`src/hdl/scancode_key_fifo_unit_assert.svh`:
```
// Assertion macros for the scan-code key queue.
// Used by the top level only; no other dependencies.
`ifndef SCANCODE_KEY_FIFO_UNIT_ASSERT_SVH
`define SCANCODE_KEY_FIFO_UNIT_ASSERT_SVH
`ifndef SYNTH
`define SCKF_ASSERT(label, prop, msg) \
  label: assert property (@(posedge clk_i) disable iff (!rst_ni) prop) else $error(msg);
`define SCKF_ASSERT_NEXT(label, pre, post, msg) \
  label: assert property (@(posedge clk_i) disable iff (!rst_ni) (pre) |=> (post)) \
    else $error(msg);
`else
`define SCKF_ASSERT(label, prop, msg)
`define SCKF_ASSERT_NEXT(label, pre, post, msg)
`endif
`endif

```
`src/hdl/sckf_pkg.sv`:
```
// Shared types, constants and the scan-code table for the key queue.
// No dependencies.
`default_nettype none
package sckf_pkg;

  localparam int unsigned QUEUE_DEPTH = 128;
  localparam int unsigned IdxW = $clog2(QUEUE_DEPTH);
  localparam int unsigned CntW = $clog2(QUEUE_DEPTH + 1);

  typedef enum logic [2:0] {
    StPopped   = 3'd0,
    StEmpty    = 3'd1,
    StStored   = 3'd2,
    StUnmapped = 3'd3,
    StDropped  = 3'd4
  } status_e;

  localparam logic OpPush = 1'b0;
  localparam logic OpPop  = 1'b1;

  // result of one transaction, as held between the queue and the output register
  typedef struct packed {
    status_e    status;
    logic [6:0] char_val;
  } sckf_res_t;

  // make code to ASCII; zero means unmapped (break codes included)
  function automatic logic [6:0] map_code(input logic [7:0] code);
    logic [6:0] ch;
    unique case (code)
      8'h02:   ch = 7'h31;
      8'h03:   ch = 7'h32;
      8'h04:   ch = 7'h33;
      8'h05:   ch = 7'h34;
      8'h06:   ch = 7'h35;
      8'h07:   ch = 7'h36;
      8'h08:   ch = 7'h37;
      8'h09:   ch = 7'h38;
      8'h0A:   ch = 7'h39;
      8'h0B:   ch = 7'h30;
      8'h13:   ch = 7'h72;
      8'h32:   ch = 7'h6D;
      8'h1F:   ch = 7'h73;
      8'h1C:   ch = 7'h0A;
      8'h0E:   ch = 7'h08;
      default: ch = 7'h00;
    endcase
    return ch;
  endfunction

endpackage
`default_nettype wire

```
`src/hdl/sckf_in_if.sv`:
```
// Channel interfaces for the key queue: request side and result side.
// Depends on nothing.
`default_nettype none
interface sckf_in_if;
  logic       valid;
  logic       ready;
  logic       operation;
  logic [7:0] key_code;
  modport source (output valid, output operation, output key_code, input ready);
  modport sink (input valid, input operation, input key_code, output ready);
endinterface

interface sckf_out_if;
  logic       valid;
  logic       ready;
  logic [6:0] char_out;
  logic [2:0] status;
  modport source (output valid, output char_out, output status, input ready);
  modport sink (input valid, input char_out, input status, output ready);
endinterface
`default_nettype wire

```
`src/hdl/sckf_queue.sv`:
```
// Character queue: table lookup, pointers, entry count and the store.
// Depends on sckf_pkg.
`default_nettype none
module sckf_queue (
  input  wire logic               clk_i,
  input  wire logic               rst_ni,
  input  wire logic               acc_i,
  input  wire logic               operation_i,
  input  wire logic [7:0]         key_code_i,
  output sckf_pkg::sckf_res_t     res_o
);
  import sckf_pkg::*;

  logic [6:0]      mem_q [QUEUE_DEPTH];
  logic [IdxW-1:0] rd_idx_q, rd_idx_d;
  logic [IdxW-1:0] wr_idx_q, wr_idx_d;
  logic [CntW-1:0] cnt_q, cnt_d;
  logic [6:0]      rdata_q;
  status_e         status_q, status_d;
  logic [6:0]      mapped;
  logic            do_push, do_pop;

  function automatic logic [IdxW-1:0] next_idx(input logic [IdxW-1:0] idx);
    return (idx == IdxW'(QUEUE_DEPTH - 1)) ? '0 : idx + IdxW'(1);
  endfunction

  always_comb begin
    mapped   = map_code(key_code_i);
    do_push  = 1'b0;
    do_pop   = 1'b0;
    status_d = status_q;
    if (operation_i == OpPop) begin
      if (cnt_q == '0) begin
        status_d = StEmpty;
      end else begin
        status_d = StPopped;
        do_pop   = acc_i;
      end
    end else begin
      if (mapped == '0) begin
        status_d = StUnmapped;
      end else if (cnt_q == CntW'(QUEUE_DEPTH)) begin
        status_d = StDropped;
      end else begin
        status_d = StStored;
        do_push  = acc_i;
      end
    end
    rd_idx_d = do_pop ? next_idx(rd_idx_q) : rd_idx_q;
    wr_idx_d = do_push ? next_idx(wr_idx_q) : wr_idx_q;
    cnt_d    = cnt_q;
    if (do_push) begin
      cnt_d = cnt_q + CntW'(1);
    end else if (do_pop) begin
      cnt_d = cnt_q - CntW'(1);
    end
  end

  always_ff @(posedge clk_i or negedge rst_ni) begin
    if (!rst_ni) begin
      rd_idx_q <= '0;
      wr_idx_q <= '0;
      cnt_q    <= '0;
    end else begin
      rd_idx_q <= rd_idx_d;
      wr_idx_q <= wr_idx_d;
      cnt_q    <= cnt_d;
    end
  end

  // store and its registered read port
  always_ff @(posedge clk_i) begin
    if (do_push) begin
      mem_q[wr_idx_q] <= mapped;
    end
    if (do_pop) begin
      rdata_q <= mem_q[rd_idx_q];
    end
  end

  always_ff @(posedge clk_i) begin
    if (acc_i) begin
      status_q <= status_d;
    end
  end

  assign res_o.status   = status_q;
  assign res_o.char_val = (status_q == StPopped) ? rdata_q : 7'h00;

endmodule
`default_nettype wire

```
`src/hdl/sckf_out_reg.sv`:
```
// Result register driving the output channel.
// Depends on sckf_pkg and sckf_out_if.
`default_nettype none
module sckf_out_reg (
  input  wire logic                clk_i,
  input  wire logic                rst_ni,
  input  wire logic                s1_valid_i,
  input  wire sckf_pkg::sckf_res_t s1_res_i,
  output      logic                s1_take_o,
  sckf_out_if.source               out_o
);
  import sckf_pkg::*;

  logic      valid_q;
  sckf_res_t res_q;

  assign s1_take_o = s1_valid_i && (!valid_q || out_o.ready);

  always_ff @(posedge clk_i or negedge rst_ni) begin
    if (!rst_ni) begin
      valid_q <= 1'b0;
    end else if (s1_take_o) begin
      valid_q <= 1'b1;
    end else if (out_o.ready) begin
      valid_q <= 1'b0;
    end
  end

  always_ff @(posedge clk_i) begin
    if (s1_take_o) begin
      res_q <= s1_res_i;
    end
  end

  assign out_o.valid    = valid_q;
  assign out_o.char_out = res_q.char_val;
  assign out_o.status   = res_q.status;

endmodule
`default_nettype wire

```
`src/hdl/scancode_key_fifo_unit.sv`:
```
// Scan-code key queue, top level: handshake and stage control.
// Depends on sckf_pkg, sckf_in_if/sckf_out_if, sckf_queue, sckf_out_reg
// and scancode_key_fifo_unit_assert.svh.
//
// Usage:
//  in_i carries one transaction per item: operation 0 pushes the character
//  mapped from key_code (15 make codes; anything else is ignored), operation 1
//  pops the oldest of up to 128 stored characters.
//  out_o returns exactly one transaction per item: char_out (zero unless a
//  character was popped) and status (popped, empty, stored, unmapped, dropped).
//  A taken request first updates the queue and its registered store read; the
//  result register then loads that result once it is free or out_o is ready.
//  Throughput: one item per cycle while out_o is not stalled; the store has one
//  write and one read port and each item uses at most one of them.
//  Reset clears the pointers and entry count; the store itself is not cleared
//  and needs no sweep, so requests are taken from the first cycle after reset.
//  When the receiver stalls, the result register holds and one more result
//  waits in the queue stage; in_i.ready then drops until out_o drains.
`default_nettype none
module scancode_key_fifo_unit (
  input wire logic clk_i,
  input wire logic rst_ni,
  sckf_in_if.sink  in_i,
  sckf_out_if.source out_o
);
  import sckf_pkg::*;
  `include "scancode_key_fifo_unit_assert.svh"

  logic      s1_valid_q;
  logic      s1_take;
  logic      acc;
  sckf_res_t s1_res;

  assign in_i.ready = !s1_valid_q || s1_take;
  assign acc        = in_i.valid && in_i.ready;

  always_ff @(posedge clk_i or negedge rst_ni) begin
    if (!rst_ni) begin
      s1_valid_q <= 1'b0;
    end else if (acc) begin
      s1_valid_q <= 1'b1;
    end else if (s1_take) begin
      s1_valid_q <= 1'b0;
    end
  end

  sckf_queue u_queue (
    .clk_i       (clk_i),
    .rst_ni      (rst_ni),
    .acc_i       (acc),
    .operation_i (in_i.operation),
    .key_code_i  (in_i.key_code),
    .res_o       (s1_res)
  );

  sckf_out_reg u_out_reg (
    .clk_i      (clk_i),
    .rst_ni     (rst_ni),
    .s1_valid_i (s1_valid_q),
    .s1_res_i   (s1_res),
    .s1_take_o  (s1_take),
    .out_o      (out_o)
  );

  `SCKF_ASSERT(a_pop_char_nonzero, (out_o.valid && out_o.status == StPopped) |-> (out_o.char_out != 7'h00), "popped character is zero")
  `SCKF_ASSERT(a_other_char_zero, (out_o.valid && out_o.status != StPopped) |-> (out_o.char_out == 7'h00), "character on non-pop result")
  `SCKF_ASSERT(a_stall_blocks_in, (s1_valid_q && out_o.valid && !out_o.ready) |-> !in_i.ready, "request taken while both stages stalled")
  `SCKF_ASSERT_NEXT(a_accept_fills, acc, s1_valid_q, "accepted request not held in queue stage")

endmodule
`default_nettype wire
```
`src/flat_wrapper.sv`:
```
// flat-port wrapper written by rule: the top's interface ports become plain ports
module scancode_key_fifo_unit_flat import sckf_pkg::*;
  (clk_i, rst_ni, in_i_valid, in_i_operation, in_i_key_code, in_i_ready, out_o_valid, out_o_char_out, out_o_status, out_o_ready);
  sckf_in_if in_i_i ();
  sckf_out_if out_o_i ();
  input wire logic clk_i;
  input wire logic rst_ni;
  input wire logic [$bits(in_i_i.valid)-1:0] in_i_valid;
  input wire logic [$bits(in_i_i.operation)-1:0] in_i_operation;
  input wire logic [$bits(in_i_i.key_code)-1:0] in_i_key_code;
  output wire logic [$bits(in_i_i.ready)-1:0] in_i_ready;
  output wire logic [$bits(out_o_i.valid)-1:0] out_o_valid;
  output wire logic [$bits(out_o_i.char_out)-1:0] out_o_char_out;
  output wire logic [$bits(out_o_i.status)-1:0] out_o_status;
  input wire logic [$bits(out_o_i.ready)-1:0] out_o_ready;
  assign in_i_i.valid = in_i_valid;
  assign in_i_i.operation = in_i_operation;
  assign in_i_i.key_code = in_i_key_code;
  assign in_i_ready = in_i_i.ready;
  assign out_o_valid = out_o_i.valid;
  assign out_o_char_out = out_o_i.char_out;
  assign out_o_status = out_o_i.status;
  assign out_o_i.ready = out_o_ready;
  scancode_key_fifo_unit u_core (.clk_i(clk_i), .rst_ni(rst_ni), .in_i(in_i_i), .out_o(out_o_i));
endmodule
```
`config.mk`:
```
export PLATFORM = sky130hd
export DESIGN_NAME = scancode_key_fifo_unit_flat
export DESIGN_NICKNAME = d
export VERILOG_FILES = /design/src/hdl/sckf_pkg.sv /design/src/hdl/sckf_in_if.sv /design/src/hdl/sckf_queue.sv /design/src/hdl/sckf_out_reg.sv /design/src/hdl/scancode_key_fifo_unit.sv /design/src/flat_wrapper.sv
export VERILOG_INCLUDE_DIRS = /design/src /design/src/hdl
export SDC_FILE = /design/constraint.sdc
export NUM_CORES = 1
export LEC_CHECK = 0
export ABC_CLOCK_PERIOD_IN_PS = 4070
export BUFFER_PORTS_ARGS = -buffer_cell sky130_fd_sc_hd__buf_2
export CAP_MARGIN = 20
export CORE_AREA = 2 2 291 293
export CTS_BUF_LIST = sky130_fd_sc_hd__clkbuf_2
export DETAILED_ROUTE_END_ITERATION = 6
export DIE_AREA = 0 0 293 295
export GPL_TIMING_DRIVEN = 0
export SETUP_SLACK_MARGIN = 0.1
export SLEW_MARGIN = 5
export SYNTH_ARGS = -nofsm -noshare
export SYNTH_HDL_FRONTEND = slang
export SYNTH_SLANG_ARGS = --single-unit
export TNS_END_PERCENT = 100
```
`constraint.sdc`:
```
create_clock -name clk_i -period 4.07 [get_ports clk_i]
set_input_delay 0.814 -clock clk_i [delete_from_list [all_inputs] [get_ports clk_i]]
set_output_delay 0.814 -clock clk_i [all_outputs]
set_load 0.01 [all_outputs]
```
; Word level (Yosys, flattened, before mapping)
; Memory sizes are Yosys's and may differ from the RTL's. A register that Yosys moved wholly into a read port is not among the register bits.
; Cells that the tools add are included.
[word_totals]
reg_bits = 37
ramBits = 896
romBits = 448
input_bits = 13
output_inout_bits = 12
word_cells = 50
n_memories = 2
[mem_list]
columns = name, words, width, rd, rd_clocked_by_memory_dff, wr, line_no
row1 = u_core.u_queue.mem_q, 128, 7, 1, 1, 1, sckf_queue.sv:14  ; logic [6:0] mem_q [QUEUE_DEPTH];
row2 = (name not given), 64, 7, 1, 0, 0, sckf_pkg.sv:30  ; unique case (code)
[op_classes]
n_addsub = 4
eq_ne = 3
mux = 20
reduce_logical = 13
[op_table]
columns = op, count
row1 = 7-bit two-way mux, 3
row2 = 8-bit two-way mux, 2
row3 = 7-bit by 1-bit adder with 7-bit output (second input constant), 2
row4 = 7-bit == test (second input constant), 2
row5 = 1-bit two-way mux, 12
row6 = 3-bit two-way mux, 3
row7 = 8-bit by 1-bit adder with 8-bit output (second input constant), 1
row8 = 8-bit == test (second input constant), 1
row9 = 8-bit logical NOT, 1
row10 = 8-bit by 1-bit subtractor with 8-bit output (second input constant), 1
row11 = 7-bit logical NOT, 1
row12 = 2-bit nonzero test, 3
row13 = 3-bit logical NOT, 1
row14 = 1-bit logical AND, 2
row15 = 1-bit logical NOT, 2
row16 = 2-bit logical NOT, 1
row17 = 1-bit logical OR, 2

; Logic depth before layout (Yosys ltp)
[depth]
depth_word = 10
depth_mapped = 17
mapped_depth_nobuf = 14

; Modules after synthesis
; Synthesis repeated with hierarchy kept, for this count alone.
[hier_totals]
hier_cells = 1821
hier_area_um2 = 37493.5
[by_module_without_submodules]
columns = module, instances, cells_per_inst, area_each_um2
row1 = sckf_queue, 1, 1803, 37095.6
row2 = sckf_out_reg, 1, 14, 344.1
row3 = scancode_key_fifo_unit, 1, 4, 53.8

; Worst setup path after synthesis
; Ideal clock, no wire load.
[synth_path]
path_kind = input to register
start = input in_i_key_code[0]
end = memory u_core.u_queue.mem_q[0][1] (data pin)
arrival_ps = 4636
t_required_ps = 3244
path_slack_ps = -1392
cell_stages = 5
n_path_buf = 0
path_cell_list = inv_1 -> ha_1 -> o21ai_0 -> a221oi_1 -> nor2b_1
[synth_via]
elab_chain_len = 2
[synth_lines]
columns = element, line_no
row1 = from (decl), flat_wrapper.sv:10  ; input wire logic [$bits(in_i_i.key_code)-1:0] in_i_key_code;
row2 = memory 64 x 7 bit, -
row3 = 7-bit two-way mux, sckf_pkg.sv:30
row4 = via u_core.u_queue.mapped[1], sckf_queue.sv:20  ; logic [6:0] mapped;
row5 = to (decl), sckf_queue.sv:14
; The timed path passes the listed nets, and every way through them passes these cells.

==> results.md <==
- Data arrival, critical path: 5.09 ns
- Power after layout: 0.0236 W
- Fin. max-slew vios: 0
- Setup WS pre-CTS: -1.39 ns
- DRT iter0 DRCs: 2303
- Fill count: 6765
- Die W: 293 µm
- WL final: 102 mm
- Slew @ Worst Pin: 1.14 ns
- Unrepaired setup endpoints after global routing: false
- Skew-Pair Late Insertion Delay: 1.51 ns
- Crit-path max cell delay: 0.50 ns
- Comb pwr share: 28.6%
- Slew margin rel.: 23.8%
- Routed WL per cell: 30.8 µm
- Sequential cell area fraction in the yosys report: 75.5%
- Top-area cell type share of the netlist area: 73.9%
- Ys Warns: 0
- Synth top area cells: edfxtp_1 74%, mux4_2 15%, dfrtp_1 1.6%
- M2 GR Usage: 36.5%
- Finish-stage setup viols: 0
- Tot GR Track Use: 24.1%
- Layer with the highest usage: met2
- EDFF count, synth: 916
- CTS tree: built
- VDD IR-drop max: 263 µV
- Root Driver: clkbuf_2
- Fin util: 50.2%
- Hold Path Depth: 5
- Cell Rows: 106
- Final Critical Period: 3.97 ns
- Clock-pin slew on the worst setup and hold paths: 0.11 ns
- Routed vias: 19899
- Failing checks: DRC
- Pwr/cell area: 565 nW/µm²
- Routing usage on met1: 33.8%
- CP max FO: 10
- Reg-to-reg endpoint: u_core.u_queue.rdata_q[2]
- Netlist cell types: 66
- Type of the worst min-delay path: in2reg
- Total Die Area: 86400 µm²
- Fin nets: 2097
- Delay-heaviest family, CP: buffers and inverters
- Mapped cell area: 37200 µm²
- Status: finished with violations
- Register Area: 28100 µm²
- DRC errors left: 1
- Post-Synthesis Cells: 1776
- I/O pins: 25
- Crit path buf inv count: 5
- Period utilization: 97.7%
- Max Clock Skew: 0.110 ns
- Slowest-stage cell, CP: dfrtp_1
- Setup ws final: 0.0952 ns
- Synthesized Nets: 1802
- Mean Syn Cell Area: 21.0 µm²
- R2r startpoint: u_core.u_queue.rd_idx_q[2]
- Area grow syn2layout: 12.1%
- Async SR Flop Fraction: 2.55%
- R2R Setup Slk: 0.1 ns
- Top cells by count, synth: 916 x edfxtp_1, 254 x mux4_2, 157 x nor2_1
- Port Buffers: 21
- Cell Int Power: 0.0158 W
- Clock buffer count from CTS: 223
- GP Congestion: 0.966
- Final non-filler cell total: 3327
- Reg2Reg Depth: 9
- GR Overflow Total: 0
- Top-count cell post-synth: edfxtp_1
- Startpoint class of the critical path: flop
- Sw frac: 32.9%
- Sequential power share: 45.5%
- Share of cells above drive strength 1: 33.9%
- Clock sink count: 940
- First-pass GRT wire length: 145 mm
- Number of global-route vias before repair: 20016
- F_max: 252 MHz
- Effective utilization at floorplan: 44.8%
- DR vias/cell: 5.98
- Clock network fraction of design power: 25.9%
- Top_reg_cell synth: edfxtp_1
- #FFs+latches synth: 940
- CP Capture Type: flop
- Largest net degree at the start of global routing: 81
- Synth area leader: edfxtp_1
- H-tree levels: 4
- Switching pwr: 0.00776 W
- Area of the multi-input gates: 8690 µm²
- Hold Path Sink: u_core.u_queue.mem_q[7][6]
- Die height: 295 µm
- Crit path kind: reg2reg
- Max cap viols: 0
- Core area: 83200 µm²
- Drt pass-1 iters: 7
- Clk buf depth: 3
- Hold Fails Final Rpt: 0
- Detail Route Antenna Nets: 0
- CP Cell Sequence: buf_2, buf_4, clkbuf_2, buf_8, buf_2, mux2i_1, o22ai_1, a211oi_2, a21oi_1
- WP data required: 5.18 ns
- Hold path start: in_i_key_code[4]
- Dpl hpwl: 68.5 mm
- Met3 usage: 6.11%
- CP dominant cell by count: buf_2
- Initial antenna violation count: 2
- DP Cell Count: 2909
- Pleak: 13.0 nW
sequential cells by signal, summed over array words and instances, names as in the netlist:
register and flops:
u_core.u_out_reg.out_o.status 3, u_core.u_out_reg.out_o.valid 1, u_core.u_queue.status_q 3, u_core.u_queue.rd_idx_q 7, u_core.u_queue.mem_q 896, u_core.u_queue.rdata_q 7
u_core.u_queue.cnt_q 8, u_core.u_queue.wr_idx_q 7, u_core.u_out_reg.out_o.char_out 7, u_core.s1_valid_q 1
through the flow:
step                setup TNS, ns  area [µm²]  hold slack (ns)
finish                          0       41700            0.175
global route                    0       41700            0.160
CTS                             0       41600           0.0479
detailed placement        -699.59       39400            0.440
global placement         -3940.09       38700            0.440
floorplan                 -664.86       37200            0.427
cell families after synthesis:
family / share of synthesized area, %
adders and majority gates: 0.457
and+or+nand+nor: 3.53
xor gates and xnor gates: 0.282
AOI/OAI and AO/OA: 1.89
DFF: 75.5
muxes: 16.9
buffers and inverters: 1.39
per-layer routing:
layer  vias to the layer above  wire length (µm)  share of wire, %
met4                         0              3300               3.2
met5                         -                 0                 0
met3                       204              9890               9.7
li1                       8115                 -                 -
met1                     10498             41800                41
met2                      1082             47400                46
final cells by class:
type                    count  share of cell area [%]
flip-flops and latches    940                    67.4
multi-input cells         721                    20.8
clock buffers             325                    3.90
well taps                1080                    3.24
repair buffers             73                    2.22
plain buffers             101                    1.40
clock inverters            70                   0.926
inverters                  11                  0.0989
diodes                      6                  0.0360
timing repair:
| action | in CTS | in global routing |
|---|---|---|
| setup buffers | 2 | 4 |
| endpoints found under the hold margin | 167 | 0 |
| endpoints found under the setup margin | 225 | 124 |
| resized for setup | 45 | 31 |
| pin swaps | 0 | 2 |
| hold buffers | 14 | 0 |
tightest hold or removal path, stage by stage:
cell	delay, ns
buf_2	0.14
nand2_1	0.09
nor2_1	0.05
nor2_1	0.18
nor2_4	0.15
cell usage in the layout, fill, tap and decap left out, types with 8 or more instances in the layout:
master	instances
edfxtp_1	916
clkbuf_2	338
mux4_2	254
nor2_1	145
clkinv_1	50
mux2i_1	46
nand2_1	39
buf_2	36
clkbuf_1	31
nand3_1	24
dfrtp_1	24
buf_4	16
a21oi_1	16
clkbuf_4	14
dlygate4sd3_1	13
buf_12	13
o21ai_0	12
ha_1	12
buf_8	12
a211oi_1	11
mux2_2	11
inv_1	10
nor2b_1	10
and2_1	10
xnor2_1	9
buf_6	8
power by group through the flow:
stage	Combinational, W	Sequential, W	Clock [W]
floorplan	0.00393	0.0109	0
global placement	0.00641	0.0110	0
detailed placement	0.00661	0.0110	0
CTS	0.00667	0.0107	0.00623
global route	0.00698	0.0108	0.00668
finish	0.00674	0.0107	0.00610
worst max path at each step:
stage / endpoint / cells past startpoint / startpoint
finish: u_core.u_queue.rdata_q[2] / 9 / u_core.u_queue.rd_idx_q[2]
global route: u_core.u_queue.cnt_q[6] / 14 / u_core.u_queue.cnt_q[3]
CTS: u_core.u_queue.rdata_q[2] / 8 / u_core.u_queue.rd_idx_q[1]
detailed placement: u_core.u_queue.mem_q[59][0] / 13 / in_i_key_code[0]
global placement: u_core.u_queue.mem_q[38][0] / 7 / in_i_key_code[0]
floorplan: u_core.u_queue.mem_q[0][2] / 6 / in_i_key_code[0]
No activity file was read; power rests on OpenSTA's default activity.
